===== src/hdl/phm_pkg.sv =====
// Shared types and constants for the partial horizontal mirror.
// No dependencies; used by every module under hdl/ except phm_ram.
`default_nettype none
package phm_pkg;

    localparam int BYTE_W           = 8;
    localparam int WIDTH_REG_W      = 11;
    localparam int HEIGHT_REG_W     = 13;
    localparam int CHAN_REG_W       = 3;
    localparam int MIRROR_REG_W     = 13;
    localparam int CFG_DATA_W       = 13;
    localparam int CFG_INDEX_W      = 2;
    localparam int ROW_W            = 12;
    localparam int MAX_HEIGHT       = 4096;
    localparam int DEF_MAX_WIDTH    = 1024;
    localparam int DEF_MAX_CHANNELS = 4;

    // Output buffer: covers one read in flight plus a stalled receiver.
    localparam int OBUF_DEPTH = 3;
    localparam int OBUF_PTR_W = 2;
    localparam int OBUF_CNT_W = 2;

    typedef enum logic [CFG_INDEX_W-1:0] {
        CFG_IMAGE_WIDTH   = 2'd0,
        CFG_IMAGE_HEIGHT  = 2'd1,
        CFG_CHANNEL_COUNT = 2'd2,
        CFG_MIRROR_ROWS   = 2'd3
    } t_cfg_idx;

    typedef struct packed {
        logic row_end;
        logic image_end;
    } t_tag;

    // Marks a line buffer read in flight and the flags of its byte.
    typedef struct packed {
        logic valid;
        t_tag tag;
    } t_rd_tag;

    typedef struct packed {
        logic [BYTE_W-1:0] data;
        t_tag              tag;
    } t_obuf_ent;

endpackage
`default_nettype wire


===== src/hdl/phm_obuf.sv =====
// Three-entry output buffer that catches line buffer read data and feeds
// the valid/ready output channel. Depends on phm_pkg.
`default_nettype none
module phm_obuf (
    input  wire logic                             i_clk,
    input  wire logic                             i_rst_n,
    input  wire phm_pkg::t_rd_tag                 i_push,
    input  wire logic [phm_pkg::BYTE_W-1:0]       i_push_byte,
    output logic      [phm_pkg::OBUF_CNT_W-1:0]   o_count,
    output logic                                  o_out_valid,
    input  wire logic                             i_out_ready,
    output logic      [phm_pkg::BYTE_W-1:0]       o_out_byte,
    output logic                                  o_row_end,
    output logic                                  o_image_end
);

    localparam int DEPTH = phm_pkg::OBUF_DEPTH;
    localparam int PW    = phm_pkg::OBUF_PTR_W;
    localparam int CNW   = phm_pkg::OBUF_CNT_W;

    phm_pkg::t_obuf_ent r_ent [DEPTH];
    logic [PW-1:0]      r_wr_ptr, n_wr_ptr;
    logic [PW-1:0]      r_rd_ptr, n_rd_ptr;
    logic [CNW-1:0]     r_count, n_count;
    logic               push, pop;

    assign push = i_push.valid;
    assign pop  = o_out_valid && i_out_ready;

    always_comb begin
        n_wr_ptr = r_wr_ptr;
        n_rd_ptr = r_rd_ptr;
        n_count  = r_count;
        if (push) begin
            n_wr_ptr = (r_wr_ptr == PW'(DEPTH - 1)) ? '0 : r_wr_ptr + PW'(1);
        end
        if (pop) begin
            n_rd_ptr = (r_rd_ptr == PW'(DEPTH - 1)) ? '0 : r_rd_ptr + PW'(1);
        end
        if (push && !pop) begin
            n_count = r_count + CNW'(1);
        end else if (pop && !push) begin
            n_count = r_count - CNW'(1);
        end
    end

    always_ff @(posedge i_clk) begin
        if (!i_rst_n) begin
            r_wr_ptr <= '0;
            r_rd_ptr <= '0;
            r_count  <= '0;
        end else begin
            r_wr_ptr <= n_wr_ptr;
            r_rd_ptr <= n_rd_ptr;
            r_count  <= n_count;
        end
    end

    always_ff @(posedge i_clk) begin
        if (push) begin
            r_ent[r_wr_ptr] <= '{data: i_push_byte, tag: i_push.tag};
        end
    end

    assign o_count     = r_count;
    assign o_out_valid = (r_count != '0);
    assign o_out_byte  = r_ent[r_rd_ptr].data;
    assign o_row_end   = r_ent[r_rd_ptr].tag.row_end;
    assign o_image_end = r_ent[r_rd_ptr].tag.image_end;

    a_no_overflow: assert property (@(posedge i_clk) disable iff (!i_rst_n)
        push |-> (r_count < CNW'(DEPTH) || pop))
        else $error("output buffer overflow");

    a_count_bound: assert property (@(posedge i_clk) disable iff (!i_rst_n)
        r_count <= CNW'(DEPTH))
        else $error("output buffer count out of range");

    a_no_pop_empty: assert property (@(posedge i_clk) disable iff (!i_rst_n)
        (r_count == '0) |-> !pop)
        else $error("pop from empty output buffer");

endmodule
`default_nettype wire


===== config.mk =====
export PLATFORM = sky130hd
export DESIGN_NAME = phm_obuf
export DESIGN_NICKNAME = d
export VERILOG_FILES = /design/src/hdl/phm_pkg.sv /design/src/hdl/phm_obuf.sv
export SDC_FILE = /design/constraint.sdc
export NUM_CORES = 1
export LEC_CHECK = 0
export BUFFER_PORTS_ARGS = -buffer_cell sky130_fd_sc_hd__buf_2
export CORE_UTILIZATION = 50
export DETAILED_ROUTE_END_ITERATION = 10
export GPL_ROUTABILITY_DRIVEN = 0
export PLACE_DENSITY = 0.73
export SETUP_SLACK_MARGIN = 0.4
export SLEW_MARGIN = 20
export SYNTH_ARGS = -nofsm -noshare
export SYNTH_HDL_FRONTEND = slang
export SYNTH_SLANG_ARGS = --single-unit

===== constraint.sdc =====
create_clock -name i_clk -period 4.5 [get_ports i_clk]
set_input_delay 0.225 -clock i_clk [delete_from_list [all_inputs] [get_ports i_clk]]
set_output_delay 0.225 -clock i_clk [all_outputs]
set_load 0.01 [all_outputs]

Word-level counts from Yosys, hierarchy flattened
Memory sizes are Yosys's and may differ from the RTL's. A register that Yosys moved wholly into a read port is not among the register bits.
Cells that the tools add are included.
- memories kept: 1
- output and inout bits: 13
- bits in registers: 6
- memory bits (writable): 30
- bits in latches: 0
- bits in read-only memories: 0
- memory list (name ; words ; width ; rd ports ; clocked after Yosys merged registers in ; wr ports ; RTL line ; RTL):
    r_ent ; 3 ; 10 ; 1 ; 1 ; 1 ; phm_obuf.sv:21 ; phm_pkg::t_obuf_ent r_ent [DEPTH];
- equal/unequal tests: 2
- divide/modulo/power cells: 0
- add/subtract/negate cells: 4
- muxes and demuxes: 8
- bitwise gates (word level): 0
- shifts and indexed selects: 0
- reduce and logical (&&, ||, !) cells: 7
- $mul: 0
- $lt $le $gt $ge: 0
- operators with widths (operator ; number):
    2-bit two-way mux ; 6
    2-bit by 1-bit adder with 2-bit output, second input constant ; 3
    2-bit == test, second input constant ; 2
    2-bit nonzero test ; 2
    1-bit logical AND ; 3
    1-bit logical NOT ; 2
    1-bit two-way mux ; 2
    2-bit by 1-bit subtractor with 2-bit output, second input constant ; 1

Depth between registers and ports, before layout
- depth in word-level cells: 5
- gate-level depth with buffers: 5
- mapped depth without buffers: 5

Worst setup path after synthesis
Ideal clock, no wire load.
- path kind: flip-flop to flip-flop
- from: register r_wr_ptr[1]
- to: memory r_ent[0][0] in the netlist's numbering (enable)
- data required time: 4.105 ns
- library setup time: 0.395 ns
- cell stages (with the launch flop): 2
- data arrival time: 1.196 ns
- path buffers: 0
- slack: 2.909 ns
- cells stage by stage: dfxtp_1 -> nor3b_1
- RTL lines (what ; RTL line ; RTL):
    start: declaration ; phm_obuf.sv:22 ; logic [PW-1:0] r_wr_ptr, n_wr_ptr;
    start signal: assignment ; phm_obuf.sv:53 ; r_wr_ptr <= n_wr_ptr;
    end: declaration ; phm_obuf.sv:21 ;
No word-level cell before the write port.

==> metrics <==
synthesized area=1419 sq um; synthesized instance count=95; hold endpoint=r_ent[0][9]; first-pass GRT wire length=3.788 mm; M2 GR Usage=28.74%; most frequent cell after synthesis=edfxtp_1; crit-path max FO=10; Post-Syn Nets=110; WS Path Type=flop to output pin; Synth top area share=63.49%; nature of the critical path startpoint=flop; Pre-Repair DR Iteration Count=4; switching power=229.1 uW; status=complete, no violations; Hold Path Class=primary input to flop; Post-synth ARST share=0%; DR vias=827; Port Buffers=26; PostCTS Resize Cnt=0; post-synthesis mux area share=7.055%; Fmax achieved=562.0 MHz; pre-CTS setup slack=2.934 ns; Layout Utilization=63.69%; std cell rows=18; Gate power share=21.7%; Yosys reg bits=38; Yosys cell types=21; Pint=554.2 uW; P_leak=0.0005846 uW; worst-case clock buffer depth=2; critical path required time=4.28 ns; Reg2Reg Setup Slack=2.98 ns; io pins=27; initial antenna violation count=0; # DRC=0; area growth from synthesis to layout=15.26%; total gr overflow=0; Rel. slew slack=37.27%; actual slew at the worst max-slew pin=0.9375 ns; CTS Buf Count=5; r2r endpoint=o_count[1]; Final Non-Filler Cells=157; Most Crowded Layer GR=met2; Top FF cell, synth=edfxtp_1; Final Net Count=141; pwr/cell area=479.0 nW/um^2; leading area contributor after synthesis=edfxtp_1; CTS HTree Levels=2; final setup skew=0.005701 ns; worst skew pair latency=0.34 ns; Clock power frac=21.1%; layout cells sized above 1=27.56%; VDD IR max=0.0003392 V; number of synthesized flops with an enable pin=30; Final period util=39.54%; core area=2567 sq um; register area share after synthesis=74.78%; GRT Total Usage=17.08%; Reg2Reg Depth=4; Post-CTS Setup Bufs=0; RSZ-0062 raised after global routing=no; worst min-delay path startpoint=i_push_byte[7]; clock sinks=38; vias in the first global route=842; crit path time final=1.779 ns; Flop pwr share=57.3%; die area=3055 sq um; met3 Usage GRT=7.260%; minimum hold slack=0.07978 ns; Simple-Gate Fraction of Synth Area=8.025%; GR Layer Usage met1=18.78%; cts hold-fix bufs=0; Die Span X=55.27 um; Via density=5.268; Final Hold Fails=0; adder-cell share of the synthesized area=0.8818%; die height=55.27 um; pin count of the biggest net entering global routing=21; synth warn=0; final worst setup slack=2.721 ns; ANT nets after route=0; compound-cell area share of the yosys netlist=7.143%; Post-Synth XOR/XNOR Area=1.235%; Setup Viol. Count Final=0; average wire per cell in the routed design=14.03 um; Switching Fraction=29.25%; Pins Over Slew Limit=0; Fin Setup TNS=0 ns; top post-synthesis cells by area=edfxtp_1, dfxtp_1, mux2i_1; Ant. Diodes=0; top post-synthesis cells by count=edfxtp_1, nand2_1, mux2i_1, o21ai_1, dfxtp_1; critical path capture point type=output pin; placed insts=149; root buffer cell=clkbuf_4; CP arrival=1.55 ns; largest family of logic cells by synthesized area=simple AND/OR/NAND/NOR gates; hold path depth=1; max_cap viols=0; Initial Util=55.26%; CTS tree=built; initial drt markers=33; Worst R2R Start=o_count[0]; mean post-synth cell area=14.94 sq um; HPWL Detailed=1.507 mm; CTS clk-pin slew, worst paths=0.11 ns; total wire length=2.202 mm
==> layout make-up <==
cell class	instances	area [sq um]
Sequential cell	38	1061
Fill cell	205	932.1
Multi-Input combinational cell	54	345.3
Timing Repair Buffer	27	137.6
Clock buffer	5	37.54
Tap cell	30	37.54
Clock inverter	3	16.27
==> cell usage in the layout (no fill, tap or decap) <==
cell        netlist  layout
o21ai_0           1       1
a21boi_1          3       3
or3b_1            1       1
and2_1            1       1
clkinv_1          0       1
nor3b_1           1       1
clkbuf_4          0       5
xnor2_1           1       1
edfxtp_1         30      30
o21ai_2           1       1
or2_1             1       1
dfxtp_1           8       8
xor2_1            1       1
buf_4             0       1
buf_2             1      26
nor2b_1           2       2
clkinv_2          0       1
nor2_1            2       2
o21ai_1          10      10
clkinvlp_4        0       1
o21a_1            2       2
nand2_1          14      14
ha_1              1       1
or3_1             2       2
mux2i_1          10      10
==> worst max path at each step <==
stage / from / endpoint / cells after the start
2_1_floorplan: r_wr_ptr[1] / r_ent[0][0] / 1
3_3_place_gp: i_push[2] / r_ent[1][0] / 3
3_5_place_dp: i_push[2] / r_ent[1][8] / 3
4_1_cts: flop / o_out_byte[3] / 3
5_1_grt: flop / o_out_byte[1] / 3
6_report: flop / o_out_byte[3] / 3
==> cells by family after synthesis <==
family / Yosys count
mux: 10
buf+inv: 3
simple gates: 24
xor+xnor: 2
compound gates: 17
fa+ha+maj: 1
flops: 38
==> metal layers <==
| metal | part of all wire, % | vias up |
|---|---|---|
| li1 | - | 412 |
| met5 | 0 | - |
| met4 | 0.36 | 0 |
| met1 | 41 | 390 |
| met3 | 6.4 | 2 |
| met2 | 52 | 23 |
==> through the flow <==
step | area (sq um) | power, uW
after floorplan | 1419 | 559.5
after global placement | 1582 | 619.9
after detailed placement | 1582 | 627.3
after CTS | 1635 | 793.0
after global routing | 1635 | 830.2
final | 1635 | 783.3
==> flip-flops by register name (all words and copies together) (netlist names), named ones only <==
name      count
o_count       2
r_ent        30
r_rd_ptr      2
r_wr_ptr      2
==> critical path, cell delays in order (launching register included) <==
cell and delay (ns):
dfxtp_1 0.72, mux2i_1 0.26, o21ai_1 0.08, buf_2 0.16
==> power by group through the flow <==
stage	logic (uW)	registers (uW)	clock network, uW
floorplan	121	438	0
global placement	165	455	0
detailed placement	171	457	0
CTS	172	450	172
global route	189	456	185
finish	170	449	165
Note: power is estimated with default switching activity, not from simulation.
