--- config.mk ---
export PLATFORM = sky130hd
export DESIGN_NAME = phm_seq
export DESIGN_NICKNAME = d
export VERILOG_FILES = /design/src/hdl/phm_pkg.sv /design/src/hdl/phm_seq.sv
export SDC_FILE = /design/constraint.sdc
export NUM_CORES = 1
export LEC_CHECK = 0
export BUFFER_PORTS_ARGS = -buffer_cell sky130_fd_sc_hd__buf_2
export CAP_MARGIN = 40
export CORE_MARGIN = 4
export CORE_UTILIZATION = 27
export CTS_CLUSTER_DIAMETER = 100
export DETAILED_ROUTE_END_ITERATION = 10
export PLACE_DENSITY = 0.41
export SLEW_MARGIN = 5
export SYNTH_ARGS = -nofsm -noshare
export SYNTH_HDL_FRONTEND = slang
export SYNTH_SLANG_ARGS = --single-unit
--- constraint.sdc ---
create_clock -name i_clk -period 12.1 [get_ports i_clk]
set_clock_uncertainty 0.1 [all_clocks]
set_input_delay 0.605 -clock i_clk [delete_from_list [all_inputs] [get_ports i_clk]]
set_output_delay 0.605 -clock i_clk [all_outputs]
set_load 0.1 [all_outputs]
--- src/hdl/phm_pkg.sv ---
// Shared types and constants for the partial horizontal mirror.
// No dependencies; used by every module under hdl/ except phm_ram.
`default_nettype none
package phm_pkg;

    localparam int BYTE_W           = 8;
    localparam int WIDTH_REG_W      = 11;
    localparam int HEIGHT_REG_W     = 13;
    localparam int CHAN_REG_W       = 3;
    localparam int MIRROR_REG_W     = 13;
    localparam int CFG_DATA_W       = 13;
    localparam int CFG_INDEX_W      = 2;
    localparam int ROW_W            = 12;
    localparam int MAX_HEIGHT       = 4096;
    localparam int DEF_MAX_WIDTH    = 1024;
    localparam int DEF_MAX_CHANNELS = 4;

    // Output buffer: covers one read in flight plus a stalled receiver.
    localparam int OBUF_DEPTH = 3;
    localparam int OBUF_PTR_W = 2;
    localparam int OBUF_CNT_W = 2;

    typedef enum logic [CFG_INDEX_W-1:0] {
        CFG_IMAGE_WIDTH   = 2'd0,
        CFG_IMAGE_HEIGHT  = 2'd1,
        CFG_CHANNEL_COUNT = 2'd2,
        CFG_MIRROR_ROWS   = 2'd3
    } t_cfg_idx;

    typedef struct packed {
        logic row_end;
        logic image_end;
    } t_tag;

    // Marks a line buffer read in flight and the flags of its byte.
    typedef struct packed {
        logic valid;
        t_tag tag;
    } t_rd_tag;

    typedef struct packed {
        logic [BYTE_W-1:0] data;
        t_tag              tag;
    } t_obuf_ent;

endpackage
`default_nettype wire

--- src/hdl/phm_seq.sv ---
// Fill and drain sequencer: input/output counters, bank select, mirror
// address generation and the accept decision. Depends on phm_pkg.
`default_nettype none
module phm_seq #(
    parameter int MAX_WIDTH    = phm_pkg::DEF_MAX_WIDTH,
    parameter int MAX_CHANNELS = phm_pkg::DEF_MAX_CHANNELS,
    localparam int CW1 = $clog2(MAX_WIDTH + 1),
    localparam int CHW1 = $clog2(MAX_CHANNELS + 1),
    localparam int AW = $clog2(MAX_WIDTH * MAX_CHANNELS) + 1
) (
    input  wire logic                                 i_clk,
    input  wire logic                                 i_rst_n,
    input  wire logic                                 i_in_valid,
    output logic                                      o_in_ready,
    input  wire logic                                 i_command,
    input  wire logic [phm_pkg::BYTE_W-1:0]           i_pixel_byte,
    input  wire logic [CW1-1:0]                       i_eff_width,
    input  wire logic [phm_pkg::HEIGHT_REG_W-1:0]     i_eff_height,
    input  wire logic [CHW1-1:0]                      i_eff_chan,
    input  wire logic [phm_pkg::MIRROR_REG_W-1:0]     i_mirror_rows,
    input  wire logic [phm_pkg::OBUF_CNT_W-1:0]       i_buf_count,
    output logic                                      o_wr_en,
    output logic      [AW-1:0]                        o_wr_addr,
    output logic      [phm_pkg::BYTE_W-1:0]           o_wr_data,
    output logic                                      o_rd_en,
    output logic      [AW-1:0]                        o_rd_addr,
    output phm_pkg::t_rd_tag                          o_rd_tag
);

    localparam int CW   = $clog2(MAX_WIDTH);
    localparam int CHW  = (MAX_CHANNELS > 1) ? $clog2(MAX_CHANNELS) : 1;
    localparam int LB   = AW - 1;
    localparam int PW   = CW + CHW1 + 1;
    localparam int CMPW = 16;
    localparam int RW   = phm_pkg::ROW_W;
    localparam int OCW  = phm_pkg::OBUF_CNT_W + 1;

    logic [CW-1:0]  r_in_col, n_in_col;
    logic [CHW-1:0] r_in_chan, n_in_chan;
    logic [RW-1:0]  r_in_row, n_in_row;
    logic           r_fill_bank, n_fill_bank;
    logic           r_held_valid, n_held_valid;
    logic           r_held_mirr, n_held_mirr;
    logic           r_held_last, n_held_last;
    logic [CW-1:0]  r_out_col, n_out_col;
    logic [CHW-1:0] r_out_chan, n_out_chan;
    phm_pkg::t_rd_tag r_s1, n_s1;

    logic           acc, emit, store;
    logic           in_last_chan, in_last_col, in_last_row;
    logic           out_last_chan, out_last_col, out_row_end;
    logic [CW-1:0]  rd_col;

    // Byte offset inside one bank: column * channels + channel.
    function automatic logic [LB-1:0] line_offset(input logic [CW-1:0]   col,
                                                  input logic [CHW-1:0]  chan,
                                                  input logic [CHW1-1:0] ch);
        logic [PW-1:0] sum;
        sum = PW'(col) * PW'(ch) + PW'(chan);
        return sum[LB-1:0];
    endfunction

    assign o_in_ready = !r_held_valid ||
                        ((OCW'(i_buf_count) + OCW'(r_s1.valid)) < OCW'(phm_pkg::OBUF_DEPTH));

    assign acc   = i_in_valid && o_in_ready;
    assign emit  = acc && r_held_valid;
    assign store = acc && !i_command;

    assign in_last_chan  = (CMPW'(r_in_chan) + CMPW'(1)) >= CMPW'(i_eff_chan);
    assign in_last_col   = (CMPW'(r_in_col) + CMPW'(1)) >= CMPW'(i_eff_width);
    assign in_last_row   = (CMPW'(r_in_row) + CMPW'(1)) >= CMPW'(i_eff_height);
    assign out_last_chan = (CMPW'(r_out_chan) + CMPW'(1)) >= CMPW'(i_eff_chan);
    assign out_last_col  = (CMPW'(r_out_col) + CMPW'(1)) >= CMPW'(i_eff_width);
    assign out_row_end   = out_last_chan && out_last_col;

    // A drain column past the current width is read straight.
    always_comb begin
        if (r_held_mirr && (CMPW'(r_out_col) < CMPW'(i_eff_width))) begin
            rd_col = CW'(i_eff_width - CW1'(1) - CW1'(r_out_col));
        end else begin
            rd_col = r_out_col;
        end
    end

    assign o_wr_en   = store;
    assign o_wr_addr = {r_fill_bank, line_offset(r_in_col, r_in_chan, i_eff_chan)};
    assign o_wr_data = i_pixel_byte;
    assign o_rd_en   = emit;
    assign o_rd_addr = {~r_fill_bank, line_offset(rd_col, r_out_chan, i_eff_chan)};
    assign o_rd_tag  = r_s1;

    always_comb begin
        n_in_col     = r_in_col;
        n_in_chan    = r_in_chan;
        n_in_row     = r_in_row;
        n_fill_bank  = r_fill_bank;
        n_held_valid = r_held_valid;
        n_held_mirr  = r_held_mirr;
        n_held_last  = r_held_last;
        n_out_col    = r_out_col;
        n_out_chan   = r_out_chan;
        n_s1.valid         = emit;
        n_s1.tag.row_end   = out_row_end;
        n_s1.tag.image_end = out_row_end && r_held_last;

        if (emit) begin
            if (out_last_chan) begin
                n_out_chan = '0;
                if (out_last_col) begin
                    n_out_col    = '0;
                    n_held_valid = 1'b0;
                end else begin
                    n_out_col = r_out_col + CW'(1);
                end
            end else begin
                n_out_chan = r_out_chan + CHW'(1);
            end
        end

        // Completing a row overrides whatever remains of the held one.
        if (store) begin
            if (in_last_chan) begin
                n_in_chan = '0;
                if (in_last_col) begin
                    n_in_col     = '0;
                    n_fill_bank  = ~r_fill_bank;
                    n_held_valid = 1'b1;
                    n_held_mirr  = CMPW'(r_in_row) <= CMPW'(i_mirror_rows);
                    n_held_last  = in_last_row;
                    n_out_col    = '0;
                    n_out_chan   = '0;
                    n_in_row     = in_last_row ? '0 : r_in_row + RW'(1);
                end else begin
                    n_in_col = r_in_col + CW'(1);
                end
            end else begin
                n_in_chan = r_in_chan + CHW'(1);
            end
        end
    end

    always_ff @(posedge i_clk) begin
        if (!i_rst_n) begin
            r_in_col     <= '0;
            r_in_chan    <= '0;
            r_in_row     <= '0;
            r_fill_bank  <= 1'b0;
            r_held_valid <= 1'b0;
            r_held_mirr  <= 1'b0;
            r_held_last  <= 1'b0;
            r_out_col    <= '0;
            r_out_chan   <= '0;
            r_s1         <= '0;
        end else begin
            r_in_col     <= n_in_col;
            r_in_chan    <= n_in_chan;
            r_in_row     <= n_in_row;
            r_fill_bank  <= n_fill_bank;
            r_held_valid <= n_held_valid;
            r_held_mirr  <= n_held_mirr;
            r_held_last  <= n_held_last;
            r_out_col    <= n_out_col;
            r_out_chan   <= n_out_chan;
            r_s1         <= n_s1;
        end
    end

    a_bank_split: assert property (@(posedge i_clk) disable iff (!i_rst_n)
        (o_wr_en && o_rd_en) |-> (o_wr_addr[AW-1] != o_rd_addr[AW-1]))
        else $error("fill and drain hit the same bank");

    a_held_drop: assert property (@(posedge i_clk) disable iff (!i_rst_n)
        $fell(r_held_valid) |-> $past(emit && out_row_end))
        else $error("held row released without its last byte");

    a_s1_follows_emit: assert property (@(posedge i_clk) disable iff (!i_rst_n)
        emit |=> r_s1.valid)
        else $error("read issued without a tracking tag");

endmodule
`default_nettype wire

==> Word level (Yosys, flattened, before mapping) <==
Index checks and enable logic that the tools add are counted.
{ "word_totals": {"ff_bits": 43, "inputBits": 54, "out_inout_bits": 40, "word_cells": 70} }
{ "classes": {"n_addsub": 15, "multipliers": 2, "n_lt_le_gt_ge": 8, "n_mux": 21, "bitwise": 1, "reduce_logical": 11} }
{ "op_table": {"columns": ["op", "n"], "rows": [
  ["$mux 10", 8],
  ["$add 12x2->12", 2],
  ["$mul 10x3->12", 2],
  ["$add 10x1->11 const B", 2],
  ["$ge 11x11->1", 2],
  ["$add 10x1->10 const B", 2],
  ["$add 12x1->13 const B", 1],
  ["$ge 13x13->1", 1],
  ["$le 12x13->1", 1],
  ["$add 12x1->12 const B", 1],
  ["$mux 12", 1],
  ["$mux 2", 6],
  ["$lt 10x11->1", 1],
  ["$sub 10x1->10 const B", 1],
  ["$sub 10x10->10", 1],
  ["$add 2x1->3 const B", 2],
  ["$ge 3x3->1", 2],
  ["$logic_and 1x1->1", 6],
  ["$mux 1", 6],
  ["$add 2x1->2 const B", 2],
  ["$add 2x1->3", 1],
  ["$lt 3x2->1 const B", 1],
  ["$reduce_and 3->1", 1],
  ["$logic_not 1->1", 2],
  ["3 further kinds", 3]
]} }

==> Logic depth before layout (Yosys ltp) <==
Gate-level depths: netlist of run 1.
{ "depth": {"word_depth": 9, "mapped_depth": 21, "depth_no_buf": 20} }

==> Worst setup path after synthesis of run 1 <==
OpenSTA, ideal clock, no wires.
{ "synth_timing": {"path_type": "input -> output", "startpoint": "input port i_eff_width[6]", "endpoint": "output port o_rd_addr[11]", "arrival_ns": 5.763, "slack_ns": 5.632, "stages": 19, "n_path_buf": 0, "cell_sequence": "inv_1 > ha_1 > a211oi_2 > nand2_2 > o221a_2 > nor2_2 > a21oi_1 > nand2b_1 > fa_1 > inv_1 > ha_1 > inv_1 > fa_1 > nor2b_1 > o31a_1 > o211ai_1 > a31o_2 > a211oi_1 > xor2_1"} }
{ "synth_between": {"elab_chain_cells": 5, "elab_cells_between_ends": 7, "cone_classes": "add/sub: 3; mul: 1; order compare: 1; mux: 1; reduce/logical: 1"} }
{ "synth_rtl": {"columns": ["element", "line", "source"], "rows": [
  ["start: declaration", "phm_seq.sv:17", "input wire logic [CW1-1:0] i_eff_width,"],
  ["$sub 10x1->10 / $lt 10x11->1 (equally long branches)", "phm_seq.sv:80, phm_seq.sv:79", null],
  ["$sub 10x10->10 / $logic_and 1x1->1 (equally long branches)", "phm_seq.sv:80, phm_seq.sv:79", null],
  ["$mux 10 *", "phm_seq.sv:79", "if (r_held_mirr && (CMPW'(r_out_col) < CMPW'(i_eff_width))) begin"],
  ["$mul 10x3->12 *", "phm_seq.sv:59", "sum = PW'(col) * PW'(ch) + PW'(chan);"],
  ["$add 12x2->12 *", "phm_seq.sv:59", null],
  ["end: declaration", "phm_seq.sv:26", "output logic [AW-1:0] o_rd_addr,"]
]} }
Mark *: on every way between the ends. The rest lies on a longest branch, timed or not.

==> Worst setup path in the final report of run 1 <==
Ends and elaborated chain as after synthesis.

==> results of run 1 <==
## logic make-up after synthesis
| kind of cell | Yosys count |
|---|---|
| compound gates | 194 |
| xor+xnor | 52 |
| flops | 43 |
| fa+ha+maj | 144 |
| simple gates | 260 |
| buf+inv | 118 |
| mux | 2 |
## flip-flops by register name, indices dropped and copies added (netlist names), 2 cells and up
signal and cells:
r_in_col 10, r_out_chan 2, r_in_chan 2, o_rd_tag 3, r_in_row 12, r_out_col 10
## metal layers
metal  part of all wire, %  up-vias
met3                   3.1       11
li1                      -     2968
met5                     0        -
met1                    53     2529
met2                    43       90
met4                  0.92        0
## cell usage after synthesis (7+ instances only)
cell type / n
a21o_1: 13
nand4_1: 19
clkbuf_1: 16
a21oi_1: 59
nor2_1: 46
nor2b_1: 11
xor2_1: 16
a211oi_1: 14
xnor2_1: 36
and2_1: 13
ha_1: 125
buf_2: 9
nor3_1: 12
or3_1: 12
o21a_1: 11
dfxtp_1: 43
inv_1: 80
fa_1: 19
o21ai_1: 7
nand2b_1: 13
nand2_1: 75
buf_4: 11
a31oi_1: 16
nand3_1: 28
o21ai_0: 30
and3_1: 15
## metrics by stage
step / utilization (%) / setup slack (ns) / area (um^2) / power (mW)
6_report: 31.1 / 5.66 / 7110 / 0.351
5_1_grt: 31.1 / 5.22 / 7110 / 0.368
4_1_cts: 31.1 / 5.64 / 7110 / 0.356
3_5_place_dp: 30.4 / 5.68 / 6950 / 0.211
3_3_place_gp: 30.4 / 5.72 / 6950 / 0.212
2_1_floorplan: - / 5.63 / 6340 / 0.202
## final cells by class
type,instances,share of cell area (%)
Clock buffer,6,1.95
Clock inverter,2,0.229
Inverter,81,4.28
Multi-Input combinational cell,652,70.1
Sequential cell,43,12.1
Tap cell,313,5.51
Timing Repair Buffer,81,5.84
## how the worst max path moves through the flow
stage                              start            end  slack (ns)  depth (start not counted)
after floorplan           i_eff_width[6]  o_rd_addr[11]        5.63                         19
after global placement    i_eff_width[6]  o_rd_addr[11]        5.72                         21
after detailed placement  i_eff_width[6]  o_rd_addr[11]        5.68                         21
after CTS                 i_eff_width[6]  o_rd_addr[11]        5.64                         21
after global routing        r_out_col[8]  o_rd_addr[11]        5.22                         19
final                     i_eff_width[6]  o_rd_addr[11]        5.66                         21
## critical path, cell delays in order
cell	delay (ns)
buf_2	0.10
inv_1	0.07
ha_1	0.41
a211oi_2	0.23
nand2_2	0.10
o221a_2	0.31
nor2_2	0.42
a21oi_1	0.20
nand2b_1	0.20
fa_1	0.55
inv_1	0.04
ha_1	0.30
inv_1	0.06
fa_1	0.45
nor2b_1	0.16
o31a_1	0.20
o211ai_1	0.17
a31o_2	0.25
a211oi_1	0.30
xor2_1	0.17
buf_2	0.44
## power breakdown
group | leakage [nW] | internal (mW) | switching [mW]
registers | 0.346 | 0.142 | 0.00138
logic | 3.15 | 0.0219 | 0.0424
clock network | 0.0731 | 0.0826 | 0.0611
==> reports/results.tsv, run 1 <==
metric	value	unit
outcome	finished, final reports clean	
Arr. time, crit path	5.73	ns
# IOs	94	
port bufs	77	
hold_sp	r_held_last	
Multi-input gate area	4980	um^2
antenna viol nets, final	0	
r2r setup slk	8.07	ns
clock buffer depth	2	
Post-Syn Nets	1011	
DRT Wirelength	17600	um
Hold Path Depth	1	
root buf cell	clkbuf_16	
fillcell total	2544	
TritonCTS Sinks	43	
Worst R2R Path Depth	13	
main area contributors after synthesis	ha_1, dfxtp_1, fa_1, xnor2_1, inv_1	
vias in the first global route	5516	
compound-cell area share of the yosys netlist	19.8	%
Cell Count, Final, Fillers Out	1178	
Synth Area in Adders	30.7	%
xor/xnor share of the synthesized area	7.18	%
cell count after placement	1170	
met3 usage	1.51	%
Power Dens Cells	49.4	nW/um^2
Setup crit start kind	input pin	
first-pass GRT wire length	29300	um
Area Overhead vs Synth	12.1	%
Starting Density	27.7	%
highest clock rate	155	MHz
most frequent cells in the layout	ha_1, inv_1, buf_2	
slew margin rel.	47.0	%
largest net degree at the start of global routing	25	
Yosys cell types	60	
Seq/Total Area, Yosys	13.6	%
htree depth	2	
maxcap violations	0	
mux cell area share after synthesis	0.316	%
period utilization	53.2	%
average cell area after synthesis	7.80	um^2
initial antenna violation count	0	
n_diodes	0	
Final Max Slew Viols	0	
worst hold slack	0.354	ns
Initial DRC Count	409	
CTS tree	built	
Yosys reg bits	43	
Via density	4.75	
ys async rst share	0	%
later-pin clock latency in the skew report	0.30	ns
Die Span Y	161	um
CORE AREA	22800	um^2
main combinational cell family by area after synthesis	adder cells	
Yosys top cell area share	24.7	%
post-detail-place hpwl	14400	um
Crit Path Max Fanout	14	
Tmin final	6.44	ns
YS warnings	0	
EDFF count, synth	0	
drt wl/cell	15.0	um
Final nets	1062	
most common cell after layout, fill and taps aside	ha_1	
GRT busiest layer	met2	
worst min path class	reg2reg	
Mapped Cells	813	
biggest area consumer among synthesized cells	ha_1	
GR Overflow Total	0	
num rows	55	
DRC violation count after routing	0	
area of the die	26000	um^2
top_reg_cell synth	dfxtp_1	
Inserted Clock Buffers	5	
Overall Global Routing Usage	13.6	%
Slew @ Worst Pin	0.792	ns
Reg area	861	um^2
Synth Area in Simple Gates	20.6	%
DRT Pass-1 Iters	4	
cell area after synthesis	6340	um^2
crit path kind	in2out	
Static Leak	3.57	nW
unrepaired setup endpoints after global routing	no	
Setup-failing EPs final	0	
DIE WIDTH	161	um
Crit. End Element	primary output	
GR Layer Usage met1	20.7	%
cts repair resizes	0	
Post-CTS Setup Bufs	0	
Worst Path Required	11.39	ns
Worst-path clk slew	0.06	ns
gp weighted congestion	0.831	
end of the worst register-to-register path	r_out_col[4]	
Final Hold Viols	0	
TNS Setup	0	ns
Worst Hold End	o_rd_tag[0]	
FF-to-FF Start	r_in_col[0]	
via count	5598	
global routing usage on met2	21.0	%
share of layout cells above drive strength 1	11.9	%
Hold-fix buffers, CTS	0	
VDD IR max	0.0000444	V
Power figures use the tool's default switching activity.
==> inputs of run 2 (changes only) <==
Clock period 12.1 ns to 6.08 ns, I/O delays scaled along.
==> reports/results.tsv, run 2 (same netlist as run 1, synthesis figures left out) <==
metric	value	unit
outcome	finished, final reports clean	
worst min path class	in2reg	
Top reg by flops	r_in_row	
Area Overhead vs Synth	12.8	%
post-detail-place hpwl	14500	um
most common cell after layout, fill and taps aside	ha_1	
root buf cell	clkbuf_16	
Regs by FF count	r_in_row: 12 flops, r_in_col: 10 flops, r_out_col: 10 flops	
Initial DRC Count	272	
TritonCTS Sinks	43	
vias in the first global route	5505	
unrepaired setup endpoints after global routing	no	
period utilization	92.9	%
most frequent cells in the layout	ha_1, inv_1, buf_2	
Setup-failing EPs final	0	
Die Span Y	161	um
DIE WIDTH	161	um
met3 usage	1.76	%
share of layout cells above drive strength 1	12.3	%
maxcap violations	0	
max reg flops	12	
Slew @ Worst Pin	0.813	ns
crit path kind	reg2out	
final setup margin	0.434	ns
P_int	491	uW
Setup crit start kind	register	
slew margin rel.	45.8	%
Overall Global Routing Usage	13.4	%
DRT Wirelength	17600	um
highest clock rate	177	MHz
Worst Path Required	5.68	ns
Arr. time, crit path	5.24	ns
sw frac	29.9	%
Power Dens Cells	98.0	nW/um^2
gp weighted congestion	0.829	
largest net degree at the start of global routing	25	
Net Sw Power	210	uW
Hold-fix buffers, CTS	0	
DRC violation count after routing	0	
n_diodes	0	
cell count after placement	1175	
worst hold slack	0.322	ns
Worst-path clk slew	0.07	ns
initial antenna violation count	0	
Starting Density	27.7	%
clock buffer depth	2	
Flop pwr share	40.7	%
Post-CTS Setup Bufs	0	
DRT Pass-1 Iters	4	
Crit. End Element	primary output	
Static Leak	3.60	nW
drt wl/cell	14.9	um
Clock power frac	41.0	%
htree depth	2	
Cell Count, Final, Fillers Out	1183	
global routing usage on met2	20.9	%
Tmin final	5.65	ns
VDD IR max	0.0000867	V
Comb pwr share	18.2	%
Final nets	1067	
via count	5651	
num rows	55	
Final Max Slew Viols	0	
area of the die	26000	um^2
CTS tree	built	
Inserted Clock Buffers	5	
Crit Path Max Fanout	7	
TNS Setup	0	ns
port bufs	77	
Via density	4.78	
antenna viol nets, final	0	
Final Hold Viols	0	
GRT busiest layer	met2	
dpl ws	0.361	ns
# IOs	94	
later-pin clock latency in the skew report	0.29	ns
CORE AREA	22800	um^2
first-pass GRT wire length	29000	um
GR Overflow Total	0	
GR Layer Usage met1	20.0	%
run 2: path summary, 6_finish.rpt:
path / from / to / slack (ns) / cells past startpoint
max: r_out_col[0] / o_rd_addr[11] / 0.43 / 19
max reg2reg: r_out_col[1] / r_out_col[4] / 2.44 / 12
min: i_command / r_in_chan[0] / 0.32 / 4
min reg2reg: r_held_last / o_rd_tag[0] / 0.37 / 1
run 2: per-stage QoR:
step | power (mW) | utilization (%) | area (um^2)
after floorplan | 0.402 | - | 6340
after global placement | 0.422 | 30.6 | 6980
after detailed placement | 0.420 | 30.6 | 6990
after CTS | 0.711 | 31.3 | 7140
after global routing | 0.739 | 31.3 | 7150
final | 0.701 | 31.3 | 7150
run 2: critical path: stages, from the launching register on:
cell and delay [ns]:
dfxtp_1 0.37, inv_1 0.18, ha_1 0.22, inv_1 0.06
fa_1 0.41, nor2b_1 0.14, o21ai_1 0.09, a21oi_1 0.27
o31ai_1 0.23, or4_1 0.43, o311ai_1 0.14, fa_1 0.49
ha_1 0.31, ha_1 0.39, o21a_1 0.14, o21ai_0 0.06
a31o_2 0.22, a211oi_1 0.30, xor2_1 0.18, buf_4 0.31
run 2: layer usage:
metal  vias to the layer above  part of all wire [%]
met3                         7                   3.4
li1                       2994                     -
met2                        83                    43
met1                      2567                    53
met4                         0                  0.70
met5                         -                     0
run 2: power groups by stage:
| stage | logic [mW] | registers (mW) | clock network, mW |
|---|---|---|---|
| 2_1_floorplan | 0.111 | 0.291 | 0 |
| 3_3_place_gp | 0.130 | 0.292 | 0 |
| 3_5_place_dp | 0.128 | 0.292 | 0 |
| 4_1_cts | 0.129 | 0.285 | 0.297 |
| 5_1_grt | 0.144 | 0.285 | 0.309 |
| 6_report | 0.128 | 0.285 | 0.288 |
run 2: what timing repair did:
action                                  CTS  global route
endpoints found under the hold margin     0             0
resized for setup                         0             4
endpoints found under the setup margin    0             1
run 2: cell type report:
type / instances / area (um^2)
fill: 2555 / 15700
multi-input combinational: 652 / 4990
sequential: 43 / 861
timing repair buffer: 86 / 455
tap: 313 / 392
inverter: 81 / 304
clock buffer: 7 / 143
clock inverter: 1 / 8.76
